--- src/rtl/csvp_pkg.sv ---
package csvp_pkg;

    // Default width of the row counter
    localparam int COUNT_WIDTH_DEF = 32;

    // Field widths
    localparam int BYTE_W    = 8;
    localparam int ROW_W     = 32;
    localparam int COL_W     = 16;
    localparam int LEN_W     = 12;
    localparam int CAP_W     = 13;
    localparam int KIND_W    = 2;
    localparam int CFG_IDX_W = 2;
    localparam int CFG_DAT_W = 13;

    // Character codes
    localparam logic [BYTE_W-1:0] CH_LF    = 8'd10;
    localparam logic [BYTE_W-1:0] CH_CR    = 8'd13;
    localparam logic [BYTE_W-1:0] CH_QUOTE = 8'd34;

    // Register indexes
    localparam logic [CFG_IDX_W-1:0] CFG_DELIMITER      = 2'd0;
    localparam logic [CFG_IDX_W-1:0] CFG_FIELD_CAPACITY = 2'd1;

    // Register reset values
    localparam logic [BYTE_W-1:0] DELIMITER_RST  = 8'd44;
    localparam logic [LEN_W-1:0]  KEEP_LIMIT_RST = 12'd127;
    localparam logic [LEN_W-1:0]  KEEP_LIMIT_MAX = 12'd4095;

    // Result kinds
    localparam logic [KIND_W-1:0] KIND_CONTENT   = 2'd0;
    localparam logic [KIND_W-1:0] KIND_FIELD_END = 2'd1;
    localparam logic [KIND_W-1:0] KIND_TEXT_DONE = 2'd2;

    // Output queue geometry
    localparam int OQ_DEPTH = 4;
    localparam int OQ_PTR_W = 2;
    localparam int OQ_CNT_W = 3;

    typedef enum logic [2:0] {
        PH_RECORD = 3'd0,
        PH_FIELD  = 3'd1,
        PH_PLAIN  = 3'd2,
        PH_QUOTED = 3'd3,
        PH_QSEEN  = 3'd4
    } t_phase;

    typedef struct packed {
        logic [KIND_W-1:0] kind;
        logic [BYTE_W-1:0] content_byte;
        logic [ROW_W-1:0]  row_index;
        logic [COL_W-1:0]  column_index;
        logic [LEN_W-1:0]  field_length;
        logic              last_in_row;
        logic              empty_row;
        logic [ROW_W-1:0]  record_count;
        logic              last_of_run;
    } t_result;

    // Up to two results per request, handed to the output queue
    typedef struct packed {
        logic [1:0] num;
        t_result    res0;
        t_result    res1;
    } t_core_out;

endpackage

--- src/rtl/csvp_core.sv ---
module csvp_core #(
    parameter int COUNT_WIDTH = csvp_pkg::COUNT_WIDTH_DEF
) (
    input  logic                          i_clk,
    input  logic                          i_rst_n,
    input  logic                          i_go,
    input  logic [csvp_pkg::BYTE_W-1:0]   i_byte,
    input  logic                          i_eot,
    input  logic [csvp_pkg::BYTE_W-1:0]   i_delimiter,
    input  logic [csvp_pkg::LEN_W-1:0]    i_keep_limit,
    output csvp_pkg::t_core_out           o_out
);

    csvp_pkg::t_phase               r_phase, n_phase;
    logic                           r_after_cr, n_after_cr;
    logic [COUNT_WIDTH-1:0]         r_row, n_row;
    logic [csvp_pkg::COL_W-1:0]     r_col, n_col;
    logic [csvp_pkg::LEN_W-1:0]     r_len, n_len;

    logic [COUNT_WIDTH-1:0]         row_inc;
    logic                           is_term;
    logic                           is_quote;
    logic                           is_delim;
    logic                           act_plain;
    logic                           act_add;
    logic [csvp_pkg::BYTE_W-1:0]    add_val;
    logic                           end_any;
    logic                           end_last;
    csvp_pkg::t_result              res0, res1;
    logic [1:0]                     num;

    assign row_inc  = r_row + COUNT_WIDTH'(1);
    assign is_term  = (i_byte == csvp_pkg::CH_LF) || (i_byte == csvp_pkg::CH_CR);
    assign is_quote = (i_byte == csvp_pkg::CH_QUOTE);
    assign is_delim = (i_byte == i_delimiter);

    // Parser step: next state and up to two results
    always_comb begin
        n_phase    = r_phase;
        n_after_cr = r_after_cr;
        n_row      = r_row;
        n_col      = r_col;
        n_len      = r_len;
        res0       = '0;
        res1       = '0;
        num        = 2'd0;
        act_plain  = 1'b0;
        act_add    = 1'b0;
        add_val    = i_byte;
        end_any    = 1'b0;
        end_last   = 1'b0;
        if (i_go) begin
            if (i_eot) begin
                // close an open field, report records, restart counts
                if (r_phase != csvp_pkg::PH_RECORD) begin
                    res0.kind         = csvp_pkg::KIND_FIELD_END;
                    res0.row_index    = csvp_pkg::ROW_W'(r_row);
                    res0.column_index = r_col;
                    res0.field_length = r_len;
                    res0.last_in_row  = 1'b1;
                    res1.kind         = csvp_pkg::KIND_TEXT_DONE;
                    res1.record_count = csvp_pkg::ROW_W'(row_inc);
                    res1.last_of_run  = 1'b1;
                    num               = 2'd2;
                end else begin
                    res0.kind         = csvp_pkg::KIND_TEXT_DONE;
                    res0.record_count = csvp_pkg::ROW_W'(r_row);
                    res0.last_of_run  = 1'b1;
                    num               = 2'd1;
                end
                n_phase    = csvp_pkg::PH_RECORD;
                n_after_cr = 1'b0;
                n_row      = '0;
                n_col      = '0;
                n_len      = '0;
            end else if (r_after_cr && (i_byte == csvp_pkg::CH_LF)) begin
                // LF of a CRLF pair is swallowed
                n_after_cr = 1'b0;
            end else begin
                n_after_cr = 1'b0;
                case (r_phase)
                    csvp_pkg::PH_RECORD: begin
                        if (is_term) begin
                            // blank line
                            res0.kind        = csvp_pkg::KIND_FIELD_END;
                            res0.row_index   = csvp_pkg::ROW_W'(r_row);
                            res0.last_in_row = 1'b1;
                            res0.empty_row   = 1'b1;
                            num              = 2'd1;
                            n_row            = row_inc;
                            n_col            = '0;
                            n_len            = '0;
                            n_after_cr       = (i_byte == csvp_pkg::CH_CR);
                        end else if (is_quote) begin
                            n_phase = csvp_pkg::PH_QUOTED;
                        end else begin
                            act_plain = 1'b1;
                        end
                    end
                    csvp_pkg::PH_FIELD: begin
                        if (is_quote) begin
                            n_phase = csvp_pkg::PH_QUOTED;
                        end else begin
                            act_plain = 1'b1;
                        end
                    end
                    csvp_pkg::PH_PLAIN: begin
                        act_plain = 1'b1;
                    end
                    csvp_pkg::PH_QUOTED: begin
                        if (is_quote) begin
                            n_phase = csvp_pkg::PH_QSEEN;
                        end else begin
                            act_add = 1'b1;
                        end
                    end
                    csvp_pkg::PH_QSEEN: begin
                        if (is_quote) begin
                            // doubled quote: one literal quote
                            n_phase = csvp_pkg::PH_QUOTED;
                            act_add = 1'b1;
                            add_val = csvp_pkg::CH_QUOTE;
                        end else begin
                            act_plain = 1'b1;
                        end
                    end
                    default: begin
                        n_phase = csvp_pkg::PH_RECORD;
                    end
                endcase

                // unquoted byte: delimiter first, then terminators
                if (act_plain) begin
                    if (is_delim) begin
                        end_any = 1'b1;
                    end else if (is_term) begin
                        end_any    = 1'b1;
                        end_last   = 1'b1;
                        n_after_cr = (i_byte == csvp_pkg::CH_CR);
                    end else begin
                        n_phase = csvp_pkg::PH_PLAIN;
                        act_add = 1'b1;
                    end
                end

                if (end_any) begin
                    res0.kind         = csvp_pkg::KIND_FIELD_END;
                    res0.row_index    = csvp_pkg::ROW_W'(r_row);
                    res0.column_index = r_col;
                    res0.field_length = r_len;
                    res0.last_in_row  = end_last;
                    num               = 2'd1;
                    n_len             = '0;
                    if (end_last) begin
                        n_col   = '0;
                        n_row   = row_inc;
                        n_phase = csvp_pkg::PH_RECORD;
                    end else begin
                        if (r_col != {csvp_pkg::COL_W{1'b1}}) begin
                            n_col = r_col + csvp_pkg::COL_W'(1);
                        end
                        n_phase = csvp_pkg::PH_FIELD;
                    end
                end

                // keep the byte while the field has room
                if (act_add && (r_len < i_keep_limit)) begin
                    res0.kind         = csvp_pkg::KIND_CONTENT;
                    res0.content_byte = add_val;
                    res0.row_index    = csvp_pkg::ROW_W'(r_row);
                    res0.column_index = r_col;
                    num               = 2'd1;
                    n_len             = r_len + csvp_pkg::LEN_W'(1);
                end

                res0.last_of_run = (num != 2'd0);
            end
        end
    end

    // State registers
    always_ff @(posedge i_clk) begin
        if (!i_rst_n) begin
            r_phase    <= csvp_pkg::PH_RECORD;
            r_after_cr <= 1'b0;
            r_row      <= '0;
            r_col      <= '0;
            r_len      <= '0;
        end else begin
            r_phase    <= n_phase;
            r_after_cr <= n_after_cr;
            r_row      <= n_row;
            r_col      <= n_col;
            r_len      <= n_len;
        end
    end

    assign o_out.num  = num;
    assign o_out.res0 = res0;
    assign o_out.res1 = res1;

    // CR pending only between records
    a_cr_at_record: assert property (@(posedge i_clk) disable iff (!i_rst_n)
        r_after_cr |-> (r_phase == csvp_pkg::PH_RECORD))
        else $error("CR pending outside record start");

    // two results only for the end of text, text done last
    a_two_results: assert property (@(posedge i_clk) disable iff (!i_rst_n)
        (num == 2'd2) |-> (i_go && i_eot && res1.last_of_run && !res0.last_of_run
                           && (res1.kind == csvp_pkg::KIND_TEXT_DONE)))
        else $error("bad double result");

    // end of text restarts the row, column and length counts
    a_col_reset: assert property (@(posedge i_clk) disable iff (!i_rst_n)
        (i_go && i_eot) |=> (r_row == '0) && (r_col == '0) && (r_len == '0))
        else $error("counts not restarted after end of text");

endmodule

--- src/rtl/csvp_outq.sv ---
module csvp_outq (
    input  logic                  i_clk,
    input  logic                  i_rst_n,
    input  logic                  i_push,
    input  csvp_pkg::t_core_out   i_data,
    input  logic                  i_pop,
    output logic                  o_room,
    output logic                  o_valid,
    output csvp_pkg::t_result     o_data
);

    csvp_pkg::t_result               mem [csvp_pkg::OQ_DEPTH];
    logic [csvp_pkg::OQ_PTR_W-1:0]   r_wr_ptr, n_wr_ptr;
    logic [csvp_pkg::OQ_PTR_W-1:0]   r_rd_ptr, n_rd_ptr;
    logic [csvp_pkg::OQ_CNT_W-1:0]   r_count, n_count;
    logic [csvp_pkg::OQ_CNT_W-1:0]   push_num;
    logic                            pop_ok;

    assign push_num = i_push ? csvp_pkg::OQ_CNT_W'(i_data.num) : '0;
    assign pop_ok   = i_pop && (r_count != '0);
    assign n_wr_ptr = r_wr_ptr + csvp_pkg::OQ_PTR_W'(push_num);
    assign n_rd_ptr = r_rd_ptr + csvp_pkg::OQ_PTR_W'(pop_ok);
    assign n_count  = r_count + push_num - csvp_pkg::OQ_CNT_W'(pop_ok);

    // space for the worst case of two results
    assign o_room  = (r_count <= csvp_pkg::OQ_CNT_W'(csvp_pkg::OQ_DEPTH - 2));
    assign o_valid = (r_count != '0);
    assign o_data  = mem[r_rd_ptr];

    // Storage
    always_ff @(posedge i_clk) begin
        if (push_num != '0) begin
            mem[r_wr_ptr] <= i_data.res0;
        end
        if (push_num == csvp_pkg::OQ_CNT_W'(2)) begin
            mem[r_wr_ptr + csvp_pkg::OQ_PTR_W'(1)] <= i_data.res1;
        end
    end

    // Pointers and fill count
    always_ff @(posedge i_clk) begin
        if (!i_rst_n) begin
            r_wr_ptr <= '0;
            r_rd_ptr <= '0;
            r_count  <= '0;
        end else begin
            r_wr_ptr <= n_wr_ptr;
            r_rd_ptr <= n_rd_ptr;
            r_count  <= n_count;
        end
    end

    a_no_overflow: assert property (@(posedge i_clk) disable iff (!i_rst_n)
        (push_num != '0) |-> o_room)
        else $error("output queue pushed without room");

    a_ptr_count: assert property (@(posedge i_clk) disable iff (!i_rst_n)
        (r_wr_ptr - r_rd_ptr) == r_count[csvp_pkg::OQ_PTR_W-1:0])
        else $error("output queue pointers disagree with count");

    a_count_bound: assert property (@(posedge i_clk) disable iff (!i_rst_n)
        r_count <= csvp_pkg::OQ_CNT_W'(csvp_pkg::OQ_DEPTH))
        else $error("output queue count beyond depth");

endmodule

--- src/rtl/csv_field_parser.sv ---
// A request passes through the input register; the parser step then writes its
// results into the output queue, from which they are offered.
// Throughput: one request per cycle; the input stalls only while a request waits
// in the input register and the output queue holds three or more results.
// End of text gives up to two results, one per cycle unless the receiver stalls.
// Reset (synchronous, active low) clears the parser state, counters and queue
// and restores delimiter 44 and field capacity 128.
module csv_field_parser #(
    parameter int COUNT_WIDTH = csvp_pkg::COUNT_WIDTH_DEF
) (
    input  logic                            i_clk,
    input  logic                            i_rst_n,
    // request channel
    input  logic                            i_in_valid,
    output logic                            o_in_stall,
    input  logic [csvp_pkg::BYTE_W-1:0]     i_text_byte,
    input  logic                            i_end_of_text,
    // result channel
    output logic                            o_out_valid,
    input  logic                            i_out_stall,
    output logic [csvp_pkg::KIND_W-1:0]     o_kind,
    output logic [csvp_pkg::BYTE_W-1:0]     o_content_byte,
    output logic [csvp_pkg::ROW_W-1:0]      o_row_index,
    output logic [csvp_pkg::COL_W-1:0]      o_column_index,
    output logic [csvp_pkg::LEN_W-1:0]      o_field_length,
    output logic                            o_last_in_row,
    output logic                            o_empty_row,
    output logic [csvp_pkg::ROW_W-1:0]      o_record_count,
    output logic                            o_last_of_run,
    // configuration
    input  logic                            i_cfg_we,
    input  logic [csvp_pkg::CFG_IDX_W-1:0]  i_cfg_index,
    input  logic [csvp_pkg::CFG_DAT_W-1:0]  i_cfg_data
);

    logic                            r_in_valid;
    logic [csvp_pkg::BYTE_W-1:0]     r_in_byte;
    logic                            r_in_eot;
    logic [csvp_pkg::BYTE_W-1:0]     r_delimiter;
    logic [csvp_pkg::LEN_W-1:0]      r_keep_limit, n_keep_limit;
    logic [csvp_pkg::CAP_W-1:0]      cap_less;
    logic                            in_take;
    logic                            core_go;
    logic                            q_room;
    csvp_pkg::t_core_out             core_out;
    csvp_pkg::t_result               q_data;

    assign core_go    = r_in_valid && q_room;
    assign o_in_stall = r_in_valid && !q_room;
    assign in_take    = i_in_valid && !o_in_stall;

    // Input register
    always_ff @(posedge i_clk) begin
        if (!i_rst_n) begin
            r_in_valid <= 1'b0;
        end else if (in_take) begin
            r_in_valid <= 1'b1;
        end else if (core_go) begin
            r_in_valid <= 1'b0;
        end
    end

    always_ff @(posedge i_clk) begin
        if (in_take) begin
            r_in_byte <= i_text_byte;
            r_in_eot  <= i_end_of_text;
        end
    end

    // Keep limit: capacity minus one, zero treated as one, capped at 4095
    assign cap_less = i_cfg_data - csvp_pkg::CAP_W'(1);
    always_comb begin
        if (i_cfg_data == '0) begin
            n_keep_limit = '0;
        end else if (cap_less[csvp_pkg::CAP_W-1]) begin
            n_keep_limit = csvp_pkg::KEEP_LIMIT_MAX;
        end else begin
            n_keep_limit = cap_less[csvp_pkg::LEN_W-1:0];
        end
    end

    // Configuration registers
    always_ff @(posedge i_clk) begin
        if (!i_rst_n) begin
            r_delimiter  <= csvp_pkg::DELIMITER_RST;
            r_keep_limit <= csvp_pkg::KEEP_LIMIT_RST;
        end else if (i_cfg_we) begin
            case (i_cfg_index)
                csvp_pkg::CFG_DELIMITER: begin
                    r_delimiter <= i_cfg_data[csvp_pkg::BYTE_W-1:0];
                end
                csvp_pkg::CFG_FIELD_CAPACITY: begin
                    r_keep_limit <= n_keep_limit;
                end
                default: begin
                end
            endcase
        end
    end

    csvp_core #(
        .COUNT_WIDTH (COUNT_WIDTH)
    ) u_core (
        .i_clk        (i_clk),
        .i_rst_n      (i_rst_n),
        .i_go         (core_go),
        .i_byte       (r_in_byte),
        .i_eot        (r_in_eot),
        .i_delimiter  (r_delimiter),
        .i_keep_limit (r_keep_limit),
        .o_out        (core_out)
    );

    csvp_outq u_outq (
        .i_clk   (i_clk),
        .i_rst_n (i_rst_n),
        .i_push  (core_go),
        .i_data  (core_out),
        .i_pop   (!i_out_stall),
        .o_room  (q_room),
        .o_valid (o_out_valid),
        .o_data  (q_data)
    );

    assign o_kind         = q_data.kind;
    assign o_content_byte = q_data.content_byte;
    assign o_row_index    = q_data.row_index;
    assign o_column_index = q_data.column_index;
    assign o_field_length = q_data.field_length;
    assign o_last_in_row  = q_data.last_in_row;
    assign o_empty_row    = q_data.empty_row;
    assign o_record_count = q_data.record_count;
    assign o_last_of_run  = q_data.last_of_run;

endmodule

--- config.mk ---
export PLATFORM = sky130hd
export DESIGN_NAME = csv_field_parser
export DESIGN_NICKNAME = d
export VERILOG_FILES = /design/src/rtl/csvp_pkg.sv /design/src/rtl/csvp_core.sv /design/src/rtl/csvp_outq.sv /design/src/rtl/csv_field_parser.sv
export SDC_FILE = /design/constraint.sdc
export NUM_CORES = 1
export LEC_CHECK = 0
export BUFFER_PORTS_ARGS = -buffer_cell sky130_fd_sc_hd__buf_2
export CAP_MARGIN = 20
export CELL_PAD_IN_SITES_DETAIL_PLACEMENT = 0
export CELL_PAD_IN_SITES_GLOBAL_PLACEMENT = 1
export CORE_ASPECT_RATIO = 0.9
export CORE_MARGIN = 4
export CORE_UTILIZATION = 37
export CTS_CLUSTER_DIAMETER = 50
export DETAILED_ROUTE_END_ITERATION = 8
export PLACE_DENSITY = 0.63
export SYNTH_ARGS = -nofsm -noshare
export SYNTH_HDL_FRONTEND = slang
export SYNTH_HIERARCHICAL = 1
export SYNTH_SLANG_ARGS = --single-unit
--- constraint.sdc ---
create_clock -name i_clk -period 11.35 [get_ports i_clk]
set_clock_uncertainty 0.1 [all_clocks]
set_input_delay 0 -clock i_clk [delete_from_list [all_inputs] [get_ports i_clk]]
set_output_delay 0 -clock i_clk [all_outputs]
set_load 0.005 [all_outputs]
==> metrics.cfg <==
[status]
status = finished clean

[power_and_ir_drop]
cellLeakagePower_nw = 11.78
seq_power_share = 0.416
p_sw_mw = 1.374
clockPowerShare = 0.431
powerDensity_nw_per_um2 = 162.1
finalPower_mw = 5.219
p_comb_frac = 0.154
switching_share = 0.2632
vdd_drop_max_uv = 125.8
intPower_mw = 3.845

[layout]
fin_nets = 2218
area_growth_pct = 15.40
drive_gt1_frac = 0.3831
diodes = 0

[timing]
finalMaxSlewViolations = 0
fin_crit_sh = 0.5580
fin_setup_tns_ps = 0
fin_crit_ps = 6333
whs_ps = 36.21
rsz0062_at_grt = false
hold_viol = 0
clock.fmax_ghz = 0.1579
maxSlewHeadroom = 0.2577
setup_viol = 0
worstMarginPinSlew_ps = 1113

[min_path]
min_from = i_text_byte[6]
holdPathEnd = r_in_byte[6]
hold_path_depth = 2
hp-class = in -> reg

[logic_synthesis]
synth.top_cells.by_area = edfxtp_1, mux2_2, mux4_2
synth_area_leader_cell = edfxtp_1
synth_area_um2 = 27890
synth_cell_types = 85
synthArstFlopShare = 0
synthesis.instances = 1998
syn_area_per_cell_um2 = 13.96
synth-edff-count = 429
ys_warn_count = 6
ys.flop_type = edfxtp_1
yosysSeqAreaShare = 0.5279
yosysTopAreaCellShare = 0.4618
synth_seq_cells = 521

[placement]
io_buffers = 135
dp_hpwl_um = 43920
place.gp.congestion = 0.7900

[setup_path]
arrival_ps = 6590
r2r_end = u_outq/mem[0][50]
cp_max_fo = 41
regToRegSetupSlack_ps = 5020
end_kind = flip-flop
r2r-start = u_core/r_phase[1]
crit_path_start_kind = flip-flop
worstPathRequired_ps = 11600
r2r_cells = 11
crit_type = reg -> reg

[grt]
first_global_vias = 18110
antenna_found_initial = 0
grt_usage = 0.1792
overflow = 0
grt_max_degree = 59
grt_pass1_wl_um = 110500

[clock_tree]
post_cts_buffers = 0
clk_pin_slew_ps = 60
clkLatencyLatePin_ps = 630
clockBufferDepth = 3
cts_sinks = 521
htree_num_levels = 3
root_buffer = clkbuf_16
cts_tree = done
cts_buffers = 73

[floorplanning]
die_area_um2 = 79850
io_pins = 136
fp-row-count = 95
fp.dieH_um = 268.5
start_util = 0.3737
coreArea_um2 = 74650
die_x_um = 297.4

[detailed_routing]
wl_um = 72130
drcViolationCount = 0
avgViaCountPerCell = 5.340
antenna_left = 0
first_pass_iters = 5
drt-initial-drc-count = 1083
via_count = 17060
wl_per_cell_um = 22.58

[job]
drv_cap = 0

## timing repair
item | 4_1_cts | 5_1_grt
resized for setup | 0 | 0
endpoints found under the hold margin | 58 | 0
hold buffers | 57 | 0
## power groups by stage
stage	clock network, mW	registers [mW]	logic (mW)
4_1_cts	2.31	2.17	0.834
6_report	2.25	2.17	0.803
3_3_place_gp	0	2.21	0.817
5_1_grt	2.38	2.18	0.879
3_5_place_dp	0	2.21	0.819
2_1_floorplan	0	2.14	0.562
## registers in the layout, indices dropped and copies added (netlist names), 3 cells and up
| register | flops |
|---|---|
| u_core/r_len | 12 |
| u_core/r_col | 16 |
| u_outq/r_count | 3 |
| r_delimiter | 8 |
| r_in_byte | 8 |
| u_core/r_row | 32 |
| u_core/r_phase | 3 |
| r_keep_limit | 12 |
| u_outq/mem | 420 |
## worst max-delay path by stage
stage / slack [ps] / end / start
floorplan: 3640 / u_outq/mem[1][0] / r_in_byte[7]
global placement: 5120 / u_outq/mem[0][63] / u_core/r_phase[1]
detailed placement: 5010 / u_outq/mem[0][50] / u_core/r_phase[1]
CTS: 4990 / u_outq/mem[0][50] / u_core/r_phase[1]
global route: 4730 / u_outq/mem[0][59] / u_core/r_phase[1]
finish: 5020 / u_outq/mem[0][50] / u_core/r_phase[1]
## area by class of cell
| type | count | area, µm² |
|---|---|---|
| multi-input cells | 1311 | 12190 |
| inverters | 35 | 131.4 |
| clock buffers | 87 | 1921 |
| fillers | 6893 | 42460 |
| repair buffers | 227 | 1518 |
| flip-flops and latches | 521 | 14730 |
| well taps | 970 | 1214 |
| clock inverters | 43 | 488.0 |
## critical path, stage by stage, from the launching register on
cell and delay [ps]:
dfxtp_1 520, or3_4 590, a2111oi_2 510, nor3_2 150, a32oi_1 340, a21o_1 520, a21oi_1 320, nand3b_4 330
nor2_4 790, buf_4 750, buf_4 650, mux2_2 410
## logic make-up after synthesis
family          Yosys count  share of synthesized area
compound gates          201                    0.04782
xor+xnor                 50                    0.01570
fa+ha+maj                22                    0.01005
buf+inv                 236                    0.04714
flops                   521                     0.5279
mux                     538                     0.2658
other cells               1                  0.0001344
simple gates            429                    0.08550
## routing by layer
layer | track usage | vias to the layer above | part of all wire
met3 | 0.02423 | 91 | 0.033
met2 | 0.3331 | 328 | 0.52
met1 | 0.2197 | 8736 | 0.42
li1 | - | 7900 | -
met5 | 0 | - | 0
met4 | 0.04898 | 0 | 0.022
## cell usage in the layout, fill, tap and decap left out, types with 7 or more instances in the layout
cell type	count
edfxtp_1	429
mux2_2	371
buf_2	136
mux4_2	105
and2_1	103
dfxtp_1	90
nand2_1	77
clkbuf_16	74
nor2_1	72
conb_1	71
dlygate4sd3_1	57
mux2_4	50
a21oi_1	49
o21ai_0	43
inv_1	34
xnor2_1	33
buf_4	31
nand3_1	30
nor3_1	24
ha_1	19
a31oi_1	18
xor2_1	17
and3_1	14
nor2b_1	12
mux2i_1	12
nand2b_1	12
or3_1	11
clkbuf_1	11
nand3b_1	9
a211oi_1	9
nor4_1	9
clkinv_2	9
nand4_1	9
a21o_1	8
and4_1	8
o211ai_1	7
nor3b_1	7
inv_6	7
## metrics by stage
step           cells  setup WS, ps  utilization  instance area, µm²
2_1_floorplan   2068          3637            -               28160
3_3_place_gp    3002          5125       0.3907               29160
3_5_place_dp    3005          5011       0.3910               29190
4_1_cts         3192          4993       0.4310               32170
5_1_grt         3194          4731       0.4312               32190
6_report        3194          5017       0.4312               32190
## synth_stat cells (15+ instances only)
cell type / instances
buf_4: 79
mux2_2: 371
edfxtp_1: 429
nor2_1: 74
mux4_2: 105
and3_1: 15
a31oi_1: 18
and2_1: 103
dfxtp_1: 92
o21ai_0: 43
xor2_1: 17
mux2_4: 50
ha_1: 19
inv_1: 34
a21oi_1: 50
nor3_1: 24
clkbuf_1: 52
nand3_1: 30
nand2_1: 77
buf_2: 58
xnor2_1: 33
No activity file was read; power rests on OpenSTA's default activity.
